### config.mk
export PLATFORM = sky130hd
export DESIGN_NAME = task_ready_queue_top
export DESIGN_NICKNAME = d
export VERILOG_FILES = /design/src/rtl/trq_pkg.sv /design/src/rtl/trq_ctrl.sv /design/src/rtl/trq_datapath.sv /design/src/rtl/task_ready_queue_top.sv
export SDC_FILE = /design/constraint.sdc
export NUM_CORES = 1
export LEC_CHECK = 0
export BUFFER_PORTS_ARGS = -buffer_cell sky130_fd_sc_hd__buf_4
export CELL_PAD_IN_SITES_DETAIL_PLACEMENT = 0
export CELL_PAD_IN_SITES_GLOBAL_PLACEMENT = 1
export CORE_ASPECT_RATIO = 1.2
export CORE_MARGIN = 5
export CORE_UTILIZATION = 45
export CTS_CLUSTER_SIZE = 24
export DETAILED_ROUTE_END_ITERATION = 16
export PLACE_DENSITY_LB_ADDON = 0.1
export SYNTH_ARGS = -nofsm -noshare
export SYNTH_HDL_FRONTEND = slang
export SYNTH_SLANG_ARGS = --single-unit
### constraint.sdc
create_clock -name clk -period 4.8 [get_ports clk]
set_input_delay 0.72 -clock clk [delete_from_list [all_inputs] [get_ports clk]]
set_output_delay 0.72 -clock clk [all_outputs]
set_load 0.01 [all_outputs]
### src/rtl/trq_pkg.sv
`timescale 1ns / 1ps
`default_nettype none
package trq_pkg;

  localparam int OP_W   = 2;
  localparam int ID_W   = 8;
  localparam int PRIO_W = 8;
  localparam int ST_W   = 2;
  localparam int OCC_W  = 5;

  localparam logic [OP_W-1:0] OP_INSERT = 2'd0;
  localparam logic [OP_W-1:0] OP_REMOVE = 2'd1;
  localparam logic [OP_W-1:0] OP_POP    = 2'd2;

  localparam logic [ST_W-1:0] ST_OK   = 2'd0;
  localparam logic [ST_W-1:0] ST_MISS = 2'd1;
  localparam logic [ST_W-1:0] ST_FULL = 2'd2;

  typedef struct packed {
    logic capture;  // latch request, evaluate match vector
    logic apply;    // update cells, count and result register
  } cmd_t;

endpackage
`default_nettype wire

### src/rtl/trq_ctrl.sv
`timescale 1ns / 1ps
`default_nettype none
module trq_ctrl (
  input  logic          clk,
  input  logic          rst,
  input  logic          in_valid,
  output logic          in_ready,
  output logic          out_valid,
  input  logic          out_ready,
  output trq_pkg::cmd_t cmd
);
  import trq_pkg::*;

  typedef enum logic [1:0] {
    S_IDLE  = 2'b01,
    S_APPLY = 2'b10
  } state_t;

  state_t state, state_next;
  logic   out_valid_next;

  always_comb begin
    state_next     = state;
    out_valid_next = out_valid && !out_ready;
    cmd            = '0;
    unique case (state)
      S_IDLE: begin
        if (in_valid) begin
          cmd.capture = 1'b1;
          state_next  = S_APPLY;
        end
      end
      S_APPLY: begin
        // hold until the result register is free
        if (!out_valid || out_ready) begin
          cmd.apply      = 1'b1;
          out_valid_next = 1'b1;
          state_next     = S_IDLE;
        end
      end
      default: state_next = S_IDLE;
    endcase
  end

  assign in_ready = (state == S_IDLE);

  always_ff @(posedge clk) begin
    if (rst) begin
      state     <= S_IDLE;
      out_valid <= 1'b0;
    end else begin
      state     <= state_next;
      out_valid <= out_valid_next;
    end
  end

endmodule
`default_nettype wire

### src/rtl/trq_datapath.sv
`timescale 1ns / 1ps
`default_nettype none
module trq_datapath #(
  parameter int MAX_TASKS = 16
) (
  input  logic                         clk,
  input  logic                         rst,
  input  trq_pkg::cmd_t                cmd,
  input  logic                         cfg_we,
  input  logic                         cfg_mode,
  input  logic [trq_pkg::OP_W-1:0]     operation,
  input  logic [trq_pkg::ID_W-1:0]     task_id,
  input  logic [trq_pkg::PRIO_W-1:0]   task_priority,
  output logic [trq_pkg::ST_W-1:0]     status,
  output logic [trq_pkg::ID_W-1:0]     out_task_id,
  output logic [trq_pkg::PRIO_W-1:0]   out_priority,
  output logic [trq_pkg::OCC_W-1:0]    occupancy
);
  import trq_pkg::*;

  localparam int CW = $clog2(MAX_TASKS + 1);

  logic [ID_W-1:0]      cell_task [MAX_TASKS];
  logic [PRIO_W-1:0]    cell_prio [MAX_TASKS];
  logic [CW-1:0]        count, count_next;
  logic                 mode;
  logic [OP_W-1:0]      op_q;
  logic [ID_W-1:0]      task_q;
  logic [PRIO_W-1:0]    prio_q;
  logic [MAX_TASKS-1:0] match_q, match_next;
  logic [MAX_TASKS-1:0] first, ge, tail_oh, ins_oh, shift_up;
  logic                 any, full, do_ins, do_del;
  logic [ST_W-1:0]      status_next;

  // isolate first match; ge marks it and everything behind it
  assign first    = match_q & (~match_q + 1'b1);
  assign ge       = ~(first - 1'b1);
  assign any      = |match_q;
  assign full     = (count == CW'(MAX_TASKS));
  assign ins_oh   = any ? first : tail_oh;
  assign shift_up = ge & ~first;
  assign do_ins   = cmd.apply && (op_q == OP_INSERT) && !full;
  assign do_del   = cmd.apply && ((op_q == OP_REMOVE) || (op_q == OP_POP)) && any;

  genvar g;
  for (g = 0; g < MAX_TASKS; g++) begin : g_cell
    logic [ID_W-1:0]   up_task, dn_task;
    logic [PRIO_W-1:0] up_prio, dn_prio;
    logic              live;

    assign live       = (CW'(g) < count);
    assign tail_oh[g] = (CW'(g) == count);

    always_comb begin
      case (operation)
        OP_INSERT: match_next[g] = live && mode && (task_priority > cell_prio[g]);
        OP_REMOVE: match_next[g] = live && (task_id == cell_task[g]);
        OP_POP:    match_next[g] = live && (g == 0);
        default:   match_next[g] = 1'b0;
      endcase
    end

    if (g > 0) begin : g_up
      assign up_task = cell_task[g-1];
      assign up_prio = cell_prio[g-1];
    end else begin : g_head
      assign up_task = task_q;
      assign up_prio = prio_q;
    end

    if (g < MAX_TASKS - 1) begin : g_dn
      assign dn_task = cell_task[g+1];
      assign dn_prio = cell_prio[g+1];
    end else begin : g_last
      assign dn_task = cell_task[g];
      assign dn_prio = cell_prio[g];
    end

    always_ff @(posedge clk) begin
      if (do_ins && ins_oh[g]) begin
        cell_task[g] <= task_q;
        cell_prio[g] <= prio_q;
      end else if (do_ins && shift_up[g]) begin
        cell_task[g] <= up_task;
        cell_prio[g] <= up_prio;
      end else if (do_del && ge[g]) begin
        cell_task[g] <= dn_task;
        cell_prio[g] <= dn_prio;
      end
    end
  end

  always_comb begin
    count_next  = count;
    status_next = ST_OK;
    case (op_q) inside
      OP_INSERT: begin
        if (full) status_next = ST_FULL;
        else      count_next  = count + 1'b1;
      end
      OP_REMOVE, OP_POP: begin
        if (any) count_next  = count - 1'b1;
        else     status_next = ST_MISS;
      end
      default: ;
    endcase
  end

  always_ff @(posedge clk) begin
    if (rst) begin
      count <= '0;
      mode  <= 1'b0;
    end else begin
      if (cfg_we)    mode  <= cfg_mode;
      if (cmd.apply) count <= count_next;
    end
  end

  always_ff @(posedge clk) begin
    if (cmd.capture) begin
      op_q    <= operation;
      task_q  <= task_id;
      prio_q  <= task_priority;
      match_q <= match_next;
    end
    if (cmd.apply) begin
      status    <= status_next;
      occupancy <= OCC_W'(count_next);
      if ((op_q == OP_POP) && any) begin
        out_task_id  <= cell_task[0];
        out_priority <= cell_prio[0];
      end else begin
        out_task_id  <= '0;
        out_priority <= '0;
      end
    end
  end

endmodule
`default_nettype wire

### src/rtl/task_ready_queue_top.sv
// A result is registered in the apply state after its request is accepted,
// once the output register is free. No new request is accepted until the
// previous one is applied; the cell chain is compared on accept, shifted on apply.
// A finished result waits in the output register while the next request enters.
// Reset (rst, synchronous, active high) empties the queue and selects FIFO mode.
`timescale 1ns / 1ps
`default_nettype none
module task_ready_queue_top #(
  parameter int MAX_TASKS = 16
) (
  input  logic                         clk,
  input  logic                         rst,
  input  logic                         cfg_valid,
  output logic                         cfg_ready,
  input  logic                         queue_mode,
  input  logic                         in_valid,
  output logic                         in_ready,
  input  logic [trq_pkg::OP_W-1:0]     operation,
  input  logic [trq_pkg::ID_W-1:0]     task_id,
  input  logic [trq_pkg::PRIO_W-1:0]   task_priority,
  output logic                         out_valid,
  input  logic                         out_ready,
  output logic [trq_pkg::ST_W-1:0]     status,
  output logic [trq_pkg::ID_W-1:0]     out_task_id,
  output logic [trq_pkg::PRIO_W-1:0]   out_priority,
  output logic [trq_pkg::OCC_W-1:0]    occupancy
);
  import trq_pkg::*;

  cmd_t cmd;

  assign cfg_ready = 1'b1;

  trq_ctrl u_ctrl (
    .clk       (clk),
    .rst       (rst),
    .in_valid  (in_valid),
    .in_ready  (in_ready),
    .out_valid (out_valid),
    .out_ready (out_ready),
    .cmd       (cmd)
  );

  trq_datapath #(
    .MAX_TASKS (MAX_TASKS)
  ) u_dp (
    .clk           (clk),
    .rst           (rst),
    .cmd           (cmd),
    .cfg_we        (cfg_valid && cfg_ready),
    .cfg_mode      (queue_mode),
    .operation     (operation),
    .task_id       (task_id),
    .task_priority (task_priority),
    .status        (status),
    .out_task_id   (out_task_id),
    .out_priority  (out_priority),
    .occupancy     (occupancy)
  );

endmodule
`default_nettype wire

==> results of run 1 <==
stage by stage:
step	instance area, um2	total power, mW
final	24100	6.76
after global routing	24100	6.97
after CTS	24100	6.79
after detailed placement	22900	4.01
after global placement	22900	3.99
after floorplan	21700	3.72
layout make-up:
type                    instances  area (um2)  area share
inverters                     139         522      0.0217
flip-flops and latches        322        9580       0.398
multi-input cells            1348       11200       0.464
well taps                     630         788      0.0328
repair buffers                113         848      0.0353
clock buffers                  51        1060      0.0441
clock inverters                13        98.8     0.00411
how the worst max path moves through the flow:
stage               slack (ns)  depth (start not counted)                               to                  startpoint
floorplan                 0.97                         12  u_dp.cell_task[14][4]$_DFFE_PP_   u_dp.match_q[3]$_DFFE_PP_
global placement          1.03                          9   u_dp.cell_prio[0][7]$_DFFE_PP_  u_dp.count[1]$_SDFFE_PP0P_
detailed placement         1.0                         13  u_dp.cell_task[14][2]$_DFFE_PP_   u_dp.match_q[3]$_DFFE_PP_
CTS                       0.96                         13  u_dp.cell_prio[1][48]$_DFFE_PP_   u_dp.match_q[3]$_DFFE_PP_
global route              0.63                         13  u_dp.cell_prio[1][48]$_DFFE_PP_   u_dp.match_q[3]$_DFFE_PP_
finish                    0.95                         13  u_dp.cell_prio[1][48]$_DFFE_PP_   u_dp.match_q[3]$_DFFE_PP_
worst max-delay path, cell delays in order, from the launching register on:
cell	delay, ns
edfxtp_1	0.43
nor4_2	0.29
buf_4	0.22
inv_1	0.15
nor4_2	0.16
buf_4	0.22
inv_1	0.14
nor3_1	0.40
nand2_1	0.17
ha_1	0.23
o31ai_1	0.31
nor3b_2	0.22
buf_4	0.30
mux2_2	0.37
power by group:
group          switching (mW)  total (mW)  internal, mW
combinational           0.412       0.710         0.298
clock                    1.20        2.81          1.60
sequential             0.0865        3.24          3.16
total                    1.70        6.76          5.06
registers in the layout (all words and copies together) (netlist names):
name and count:
u_dp.cell_task 128, u_dp.g_cell.up_task 8, u_dp.match_q 16, u_ctrl.state 2, u_dp.cell_prio 128, u_ctrl.out_valid 1
u_dp.out_task_id 8, u_dp.count 5, u_dp.g_cell.up_prio 8, u_dp.status 2, u_dp.occupancy 5, u_dp.out_priority 8
u_dp.mode 1, u_dp.op_q 2
Yosys cell counts (13+ instances only):
library cell / count
edfxtp_1: 313
mux2i_1: 209
mux2_2: 173
ha_1: 148
inv_1: 139
a21oi_1: 94
nand2_1: 87
o21ai_0: 86
xor2_1: 83
nor2_1: 75
clkbuf_1: 64
xnor2_1: 50
nand4_1: 48
nor2b_1: 33
nor4_1: 22
nor3_1: 21
and3_1: 20
nand3_1: 20
o21a_1: 20
nand2b_1: 17
buf_2: 13
per-layer routing:
layer  global-route usage  wire [um]  part of all wire
met1                0.308      27400              0.39
met4               0.0999       2890             0.041
met5                    0          0                 0
met2                0.484      37100              0.53
met3               0.0307       3120             0.044
cells in the final DEF, fill, tap and decap left out, types with 20 or more instances in the layout:
master / Yosys / routed
nand4_1: 48 / 48
o21ai_0: 86 / 76
inv_1: 139 / 139
nor2_1: 75 / 74
o21a_1: 20 / 20
buf_4: 11 / 113
a21oi_1: 94 / 94
nand3_1: 20 / 20
xor2_1: 83 / 83
clkbuf_16: 0 / 39
nor2b_1: 33 / 33
mux2_2: 173 / 173
and3_1: 20 / 20
nand2_1: 87 / 87
xnor2_1: 50 / 50
ha_1: 148 / 148
mux2i_1: 209 / 209
edfxtp_1: 313 / 313
nor4_1: 22 / 22
cells by family after synthesis:
kind of cell	count (synthesis)
multiplexers	396
XOR/XNOR	133
buffers and inverters	241
AND/OR/NAND/NOR	395
other	1
flip-flops	322
AO/OA/AOI/OAI	275
adder cells (fa/ha/maj)	148
==> flow_metrics.tcl, run 1 <==
set metrics [dict create \
    status "complete, no violations" \
    required_ns 5.11 \
    synth_compound_area_frac 0.0799 \
    async_reset_ff_frac 0 \
    period_minus_slack_ns 3.85 \
    numCtsBuffers 38 \
    die_area_um2 52700 \
    dpl.cell_count 2552 \
    ff2ff_setup_slack_ns 0.95 \
    synth.avg_cell_area_um2 11.3 \
    root_buffer "clkbuf_16" \
    htree_levels 2 \
    final_cells 2616 \
    synth_xor_area_frac 0.0537 \
    vias 15700 \
    holdWs_ns 0.342 \
    dieHeight_um 250 \
    n_antenna_cell 0 \
    fmax_mhz 260 \
    place_ws_ns 1.00 \
    synth_fa_ha_area_frac 0.0854 \
    grt_pass1_wl_um 103000 \
    startpoint_type "flip-flop" \
    yosys_warnings 0 \
    synthMuxAreaShare 0.196 \
    routed_wl_um 70500 \
    synth_area_leaders "edfxtp_1 43%, mux2i_1 9.6%, mux2_2 9.0%, ha_1 8.5%, xor2_1 3.4%" \
    drc_errors 0 \
    gp_congestion 0.884 \
    io_pins 50 \
    setup_slack_ns 0.947 \
    finalSetupTns_ns 0 \
    finalNetCount 2134 \
    arrival_ns 4.16 \
    hold_class "in2reg" \
    cts_sinks 322 \
    grt_pass1_vias 16100 \
    final_core_util 0.502 \
    yosysUniqueCellTypes 65 \
    syn2layout_area_growth_pct 10.9 \
    yosys.area.top_type_share 0.434 \
    ys.flop_type "edfxtp_1" \
    core_area_um2 47900 \
    layout_worst_path_cycle_share 0.803 \
    drt-initial-drc-count 1228 \
    grt_usage 0.261 \
    hold_buffers 0 \
    cts_max_path_buffers 3 \
    wl_per_cell_um 26.9 \
    power.leakage_nw 9.29 \
    r2r_end "u_dp.cell_prio[1][48]$_DFFE_PP_" \
    hold_start "task_priority[0]" \
    ant_nets 0 \
    crit_type "reg2reg" \
    slew_headroom 0.254 \
    drive_gt1_frac 0.196 \
    synth_top_family_by_area "multiplexers" \
    slew_viol_final 0 \
    fill_cells 4434 \
    min_path_cells 1 \
    first_pass_iters 5 \
    post_cts_buffers 0 \
    ir_drop_mv 0.205 \
    antenna_found_initial 2 \
    setup_viol 0 \
    cts_tree "yes" \
    worst_slew_pin_slew_ns 1.12 \
    synth_top_area_cell "edfxtp_1" \
    hpwl_um 50500 \
    crit_fanout 16 \
    power_density_nw_per_um2 281 \
    port-buffer-count 48 \
    endpoint_kind "flip-flop" \
    hold_violations 0 \
    syn_area_um2 21700 \
    r2r_start "u_dp.match_q[3]$_DFFE_PP_" \
    insertion_delay_ns 0.56 \
    core.rowCount 88 \
    post_cts_resized 0 \
    clock_skew_ns 0.0225 \
    seq_area_frac_synth 0.442 \
    grt_start_max_net_pins 36 \
    synth_edf_count 313 \
    syn_inst 1911 \
    syn_nets 2083 \
    ys_seq_elements 322 \
    rr_worst_depth 13 \
    grt-ovfl-total 0 \
    synth-simple-area-share 0.0974 \
    holdPathEnd "u_dp.g_cell[0].up_prio[0]$_DFFE_PP_" \
    avgViaCountPerCell 6.00 \
    rsz0062_at_grt "false" \
    clk_pin_slew_ns 0.06 \
    start_util 0.453 \
    fp.dieW_um 210 \
    drv_cap 0 \
]
Power figures use the tool's default switching activity.
==> run 2, diff against run 1 <==
ABC_AREA = 1   (was not set)
CORE_UTILIZATION = 44   (was 45)
clock period = 3.09 ns   (was 4.8 ns; I/O delays follow)
==> run 2 against run 1 <==
Utilization down 0.82 points; global-route usage increased by 4.4 points; sequential power rose by 54%; wire length increased by 31%; first-iteration DRC count increased by 62%; critical endpoint is now u_dp.cell_task[9][2]$_DFFE_PP_; largest cell class unchanged.
==> flow_metrics.tcl, run 2 <==
set metrics [dict create \
    max_stage_delay_ns 0.47 \
    core.rowCount 92 \
    yosys.area.top_type_share 0.401 \
    slew_viol_final 0 \
    synth_top_area_cell "edfxtp_1" \
    gp_congestion 0.974 \
    cp_num_buf_inv 3 \
    dieHeight_um 263 \
    arrival_ns 3.05 \
    ff2ff_setup_slack_ns 0.29 \
    power.leakage_nw 12.0 \
    setup_viol 0 \
    startpoint "u_dp.match_q[0]$_DFFE_PP_" \
    startpoint_type "flip-flop" \
    worst_slew_pin_slew_ns 1.21 \
    syn_nets 3177 \
    yosys_warnings 0 \
    drc_errors 0 \
    cp_slowest_cell "edfxtp_1" \
    synth_edf_count 313 \
    root_buffer "clkbuf_16" \
    status "complete, no violations" \
    avgViaCountPerCell 5.69 \
    layout_common_cells "957 x nand2_1, 422 x nand3_1, 313 x edfxtp_1" \
    port-buffer-count 48 \
    rr_worst_depth 12 \
    path_cells "nor2_4, nand2_4, nor2_4, buf_4, nand3b_4, ha_4, inv_1, nor3_4, nor3_4, nand2_4, nand3b_1, buf_4" \
    grt_pass1_vias 21100 \
    routed_wl_um 92200 \
    layout_commonest_cell "nand2_1" \
    hold_violations 0 \
    start_util 0.445 \
    wl_per_cell_um 24.2 \
    rsz0062_at_grt "false" \
    synth_area_leaders "edfxtp_1 40%, nand2_1 15%, nand3_1 9.0%, ha_1 7.9%, inv_1 4.6%" \
    post_cts_buffers 0 \
    finalNetCount 3240 \
    yosysUniqueCellTypes 50 \
    holdWs_ns 0.0820 \
    final_cells 3803 \
    synthTopCellsByCount "957 x nand2_1, 422 x nand3_1, 313 x edfxtp_1, 287 x inv_1, 149 x nor2_1" \
    first_pass_iters 6 \
    cp.depth 12 \
    finalInstanceArea_um2 26000 \
    post_cts_resized 0 \
    ys.flop_type "edfxtp_1" \
    grt_pass1_wl_um 134000 \
    r2r_end "u_dp.cell_task[9][2]$_DFFE_PP_" \
    insertion_delay_ns 0.57 \
    place_ws_ns 0.343 \
    grt-ovfl-total 0 \
    critPathTopFamily "simple AND/OR/NAND/NOR gates" \
    die_area_um2 58100 \
    drt-initial-drc-count 1986 \
    ant_nets 0 \
    syn_inst 3005 \
    fmax_mhz 358 \
    yosysMostFrequentCell "nand2_1" \
    synth.avg_cell_area_um2 7.81 \
    cts_tree "yes" \
    ys_seq_elements 322 \
    finalSetupTns_ns 0 \
    endpoint_kind "flip-flop" \
    htree_levels 2 \
    crit_fanout 17 \
    fill_cells 5318 \
    top_regs "u_dp.cell_prio (128), u_dp.cell_task (128), u_dp.match_q (16)" \
    slew_headroom 0.195 \
    antenna_found_initial 5 \
    seq_area_frac_synth 0.408 \
    grt_usage 0.305 \
    power_density_nw_per_um2 418 \
    async_reset_ff_frac 0 \
    vias 21600 \
    r2r_start "u_dp.match_q[0]$_DFFE_PP_" \
    final_core_util 0.494 \
    required_ns 3.34 \
    hpwl_um 67100 \
    cts_max_path_buffers 3 \
    numCtsBuffers 39 \
    setup_slack_ns 0.295 \
    hold_class "in2reg" \
    n_antenna_cell 0 \
    crit_path_end "u_dp.cell_task[9][2]$_DFFE_PP_" \
    clk_pin_slew_ns 0.06 \
    core_area_um2 52700 \
    grt_start_max_net_pins 36 \
    crit_type "reg2reg" \
    drv_cap 0 \
    clock_skew_ns 0.0160 \
    dpl.cell_count 3732 \
    layout_worst_path_cycle_share 0.905 \
    io_pins 50 \
    dpl_cell_area_um2 24800 \
    syn_area_um2 23500 \
    syn2layout_area_growth_pct 11.0 \
    hold_buffers 0 \
    fp.dieW_um 221 \
    period_minus_slack_ns 2.80 \
    ir_drop_mv 0.299 \
    cts_sinks 322 \
    total_power_mw 10.9 \
    drive_gt1_frac 0.107 \
]
-- run 2: how the worst min path moves through the flow --
stage / start / endpoint / slack, ns / cells after the start
2_1_floorplan: u_dp.cell_prio[1][49]$_DFFE_PP_ / u_dp.cell_prio[1][41]$_DFFE_PP_ / 0.51 / 2
3_3_place_gp: u_ctrl.out_valid$_SDFF_PP0_ / u_ctrl.out_valid$_SDFF_PP0_ / 0.52 / 2
3_5_place_dp: u_ctrl.out_valid$_SDFF_PP0_ / u_ctrl.out_valid$_SDFF_PP0_ / 0.53 / 2
4_1_cts: task_priority[0] / u_dp.g_cell[0].up_prio[0]$_DFFE_PP_ / 0.06 / 1
5_1_grt: task_priority[0] / u_dp.g_cell[0].up_prio[0]$_DFFE_PP_ / 0.07 / 1
6_report: task_priority[0] / u_dp.g_cell[0].up_prio[0]$_DFFE_PP_ / 0.08 / 1
-- run 2: kinds of logic after synthesis --
kind of cell,synth area share
AOI/OAI and AO/OA,0.0632
xor gates and xnor gates,0.0254
adders and majority gates,0.0789
buffers and inverters,0.0826
DFF,0.408
other,0.000160
and+or+nand+nor,0.342
-- run 2: routing by layer --
layer	GRT usage	up-vias	share of wire
met5	0	-	0
met4	0.161	0	0.061
met3	0.0454	254	0.062
met2	0.535	852	0.49
met1	0.361	10300	0.38
li1	-	10200	-
-- run 2: area by class of cell --
class	count	area (um2)	share of cell area
clock buffers	51	1070	0.0412
multi-input cells	2239	12000	0.460
well taps	705	882	0.0339
flip-flops and latches	322	9580	0.368
inverters	298	1120	0.0430
repair buffers	168	1300	0.0499
clock inverters	20	121	0.00466
-- run 2: power breakdown --
group	switching [mW]	internal, mW
clock network	1.96	2.53
logic	0.974	0.430
registers	0.0888	4.91
total	3.02	7.87
==> run 3, diff against run 2 <==
CORE_UTILIZATION = 45   (was 44)
clock period = 2.7 ns   (was 3.09 ns; I/O delays follow)
==> run 3 against run 2 <==
Power is 17% higher; wire length rose by 0.70%; critical path depth decreased by 1; final cell count is 0.95% higher; utilization is 2.1 points higher; global-route usage is 1.4 points higher; clock skew increased by 0.021 ns; sequential power rose by 14%; combinational power increased by 18%; maximum frequency rose by 7.1%; critical path type unchanged.
==> flow_metrics.tcl, run 3 (same netlist as run 2, synthesis figures left out) <==
set metrics [dict create \
    layout_commonest_cell "nand2_1" \
    arrival_ns 2.90 \
    io_pins 50 \
    clock_skew_ns 0.0366 \
    grt_pass1_wl_um 135000 \
    setup_slack_ns 0.0898 \
    slew_viol_final 0 \
    setup_viol 0 \
    finalInstanceArea_um2 26600 \
    fmax_mhz 383 \
    cts_sinks 322 \
    crit_path_end "u_dp.cell_prio[1][4]$_DFFE_PP_" \
    hpwl_um 67900 \
    final_cells 3839 \
    numCtsBuffers 39 \
    drv_cap 0 \
    htree_levels 2 \
    startpoint "u_dp.match_q[0]$_DFFE_PP_" \
    r2r_end "u_dp.cell_prio[1][4]$_DFFE_PP_" \
    worst_slew_pin_slew_ns 0.675 \
    ir_drop_mv 0.444 \
    drive_gt1_frac 0.123 \
    cts_tree "yes" \
    crit_type "reg2reg" \
    r2r_start "u_dp.match_q[0]$_DFFE_PP_" \
    hold_class "in2reg" \
    place_ws_ns 0.00661 \
    start_util 0.455 \
    clk_pin_slew_ns 0.06 \
    total_power_mw 12.7 \
    antenna_found_initial 3 \
    dpl.cell_count 3752 \
    core_area_um2 51600 \
    finalSetupTns_ns 0 \
    vias 22000 \
    root_buffer "clkbuf_16" \
    syn2layout_area_growth_pct 13.2 \
    ff2ff_setup_slack_ns 0.09 \
    dieHeight_um 260 \
    dpl_cell_area_um2 25100 \
    top_regs "u_dp.cell_prio (128), u_dp.cell_task (128), u_dp.match_q (16)" \
    endpoint_kind "flip-flop" \
    grt_usage 0.320 \
    port-buffer-count 48 \
    core.rowCount 91 \
    avgViaCountPerCell 5.73 \
    routed_wl_um 92800 \
    required_ns 2.99 \
    grt-ovfl-total 0 \
    hold_violations 0 \
    drt-initial-drc-count 2055 \
    drc_errors 0 \
    status "complete, no violations" \
    cts_max_path_buffers 3 \
    power_density_nw_per_um2 479 \
    die_area_um2 56800 \
    wl_per_cell_um 24.2 \
    rsz0062_at_grt "true" \
    fp.dieW_um 218 \
    first_pass_iters 5 \
    crit_fanout 16 \
    layout_worst_path_cycle_share 0.967 \
    rr_worst_depth 11 \
    slew_headroom 0.549 \
    insertion_delay_ns 0.58 \
    holdWs_ns 0.0411 \
    final_core_util 0.515 \
    period_minus_slack_ns 2.61 \
    layout_common_cells "955 x nand2_1, 421 x nand3_1, 313 x edfxtp_1" \
    grt_start_max_net_pins 33 \
    grt_pass1_vias 21400 \
    finalNetCount 3284 \
    ant_nets 0 \
    gp_congestion 0.988 \
    startpoint_type "flip-flop" \
    power.leakage_nw 12.2 \
]
-- run 3: changes by cell type in the layout (fill, tap and decap cells not counted), moves of 3 or more --
cell / change
buf_4: +36
buf_12: +7
clkinv_1: -5
bufinv_16: +4
inv_1: -3
nand2_4: +3
-- run 3: worst min-delay path by stage --
| stage | startpoint | to | slack, ns | depth (start not counted) |
|---|---|---|---|---|
| floorplan | task_priority[0] | u_dp.g_cell[0].up_prio[0]$_DFFE_PP_ | 0.50 | 0 |
| global placement | u_ctrl.out_valid$_SDFF_PP0_ | u_ctrl.out_valid$_SDFF_PP0_ | 0.52 | 2 |
| detailed placement | u_ctrl.out_valid$_SDFF_PP0_ | u_ctrl.out_valid$_SDFF_PP0_ | 0.52 | 2 |
| CTS | task_priority[0] | u_dp.g_cell[0].up_prio[0]$_DFFE_PP_ | 0.02 | 1 |
| global route | task_priority[0] | u_dp.g_cell[0].up_prio[0]$_DFFE_PP_ | 0.02 | 1 |
| finish | task_priority[0] | u_dp.g_cell[0].up_prio[0]$_DFFE_PP_ | 0.04 | 1 |
-- run 3: critical path: stages, from the launching register on --
cell and delay, ns:
edfxtp_1 0.44, nor2_4 0.23, nand2_4 0.09, nor2_4 0.13
buf_4 0.16, nand2_1 0.07, ha_1 0.28, nand4_1 0.29
nand2_1 0.17, nand2_4 0.17, nand2_1 0.08, buf_4 0.21
-- run 3: cell type report --
| class | count | area [um2] |
|---|---|---|
| Fill cell | 5136 | 25000 |
| Multi-Input combinational cell | 2240 | 12000 |
| Clock buffer | 50 | 1020 |
| Tap cell | 697 | 872 |
| Timing Repair Buffer | 211 | 1710 |
| Inverter | 298 | 1120 |
| Sequential cell | 322 | 9580 |
| Clock inverter | 19 | 215 |
| Antenna cell | 2 | 5.00 |
-- run 3: repair_timing --
item / CTS / global route
cloned: 0 / 1
pin swaps: 2 / 7
setup endpoints to repair: 13 / 193
hold buffers: 0 / 0
resized for setup: 0 / 13
hold endpoints to repair: 0 / 0
buffers inserted: 0 / 15
-- run 3: metal layers --
| metal | wire [um] | vias to the layer above | GRT usage |
|---|---|---|---|
| li1 | - | 10300 | - |
| met1 | 34600 | 10600 | 0.376 |
| met2 | 45600 | 857 | 0.556 |
| met3 | 6510 | 278 | 0.0526 |
| met4 | 6060 | 0 | 0.173 |
| met5 | 0 | - | 0 |
-- run 3: power breakdown --
group          internal, mW  switching (mW)
Clock                  3.13            2.23
Combinational         0.530            1.12
Sequential             5.62          0.0969
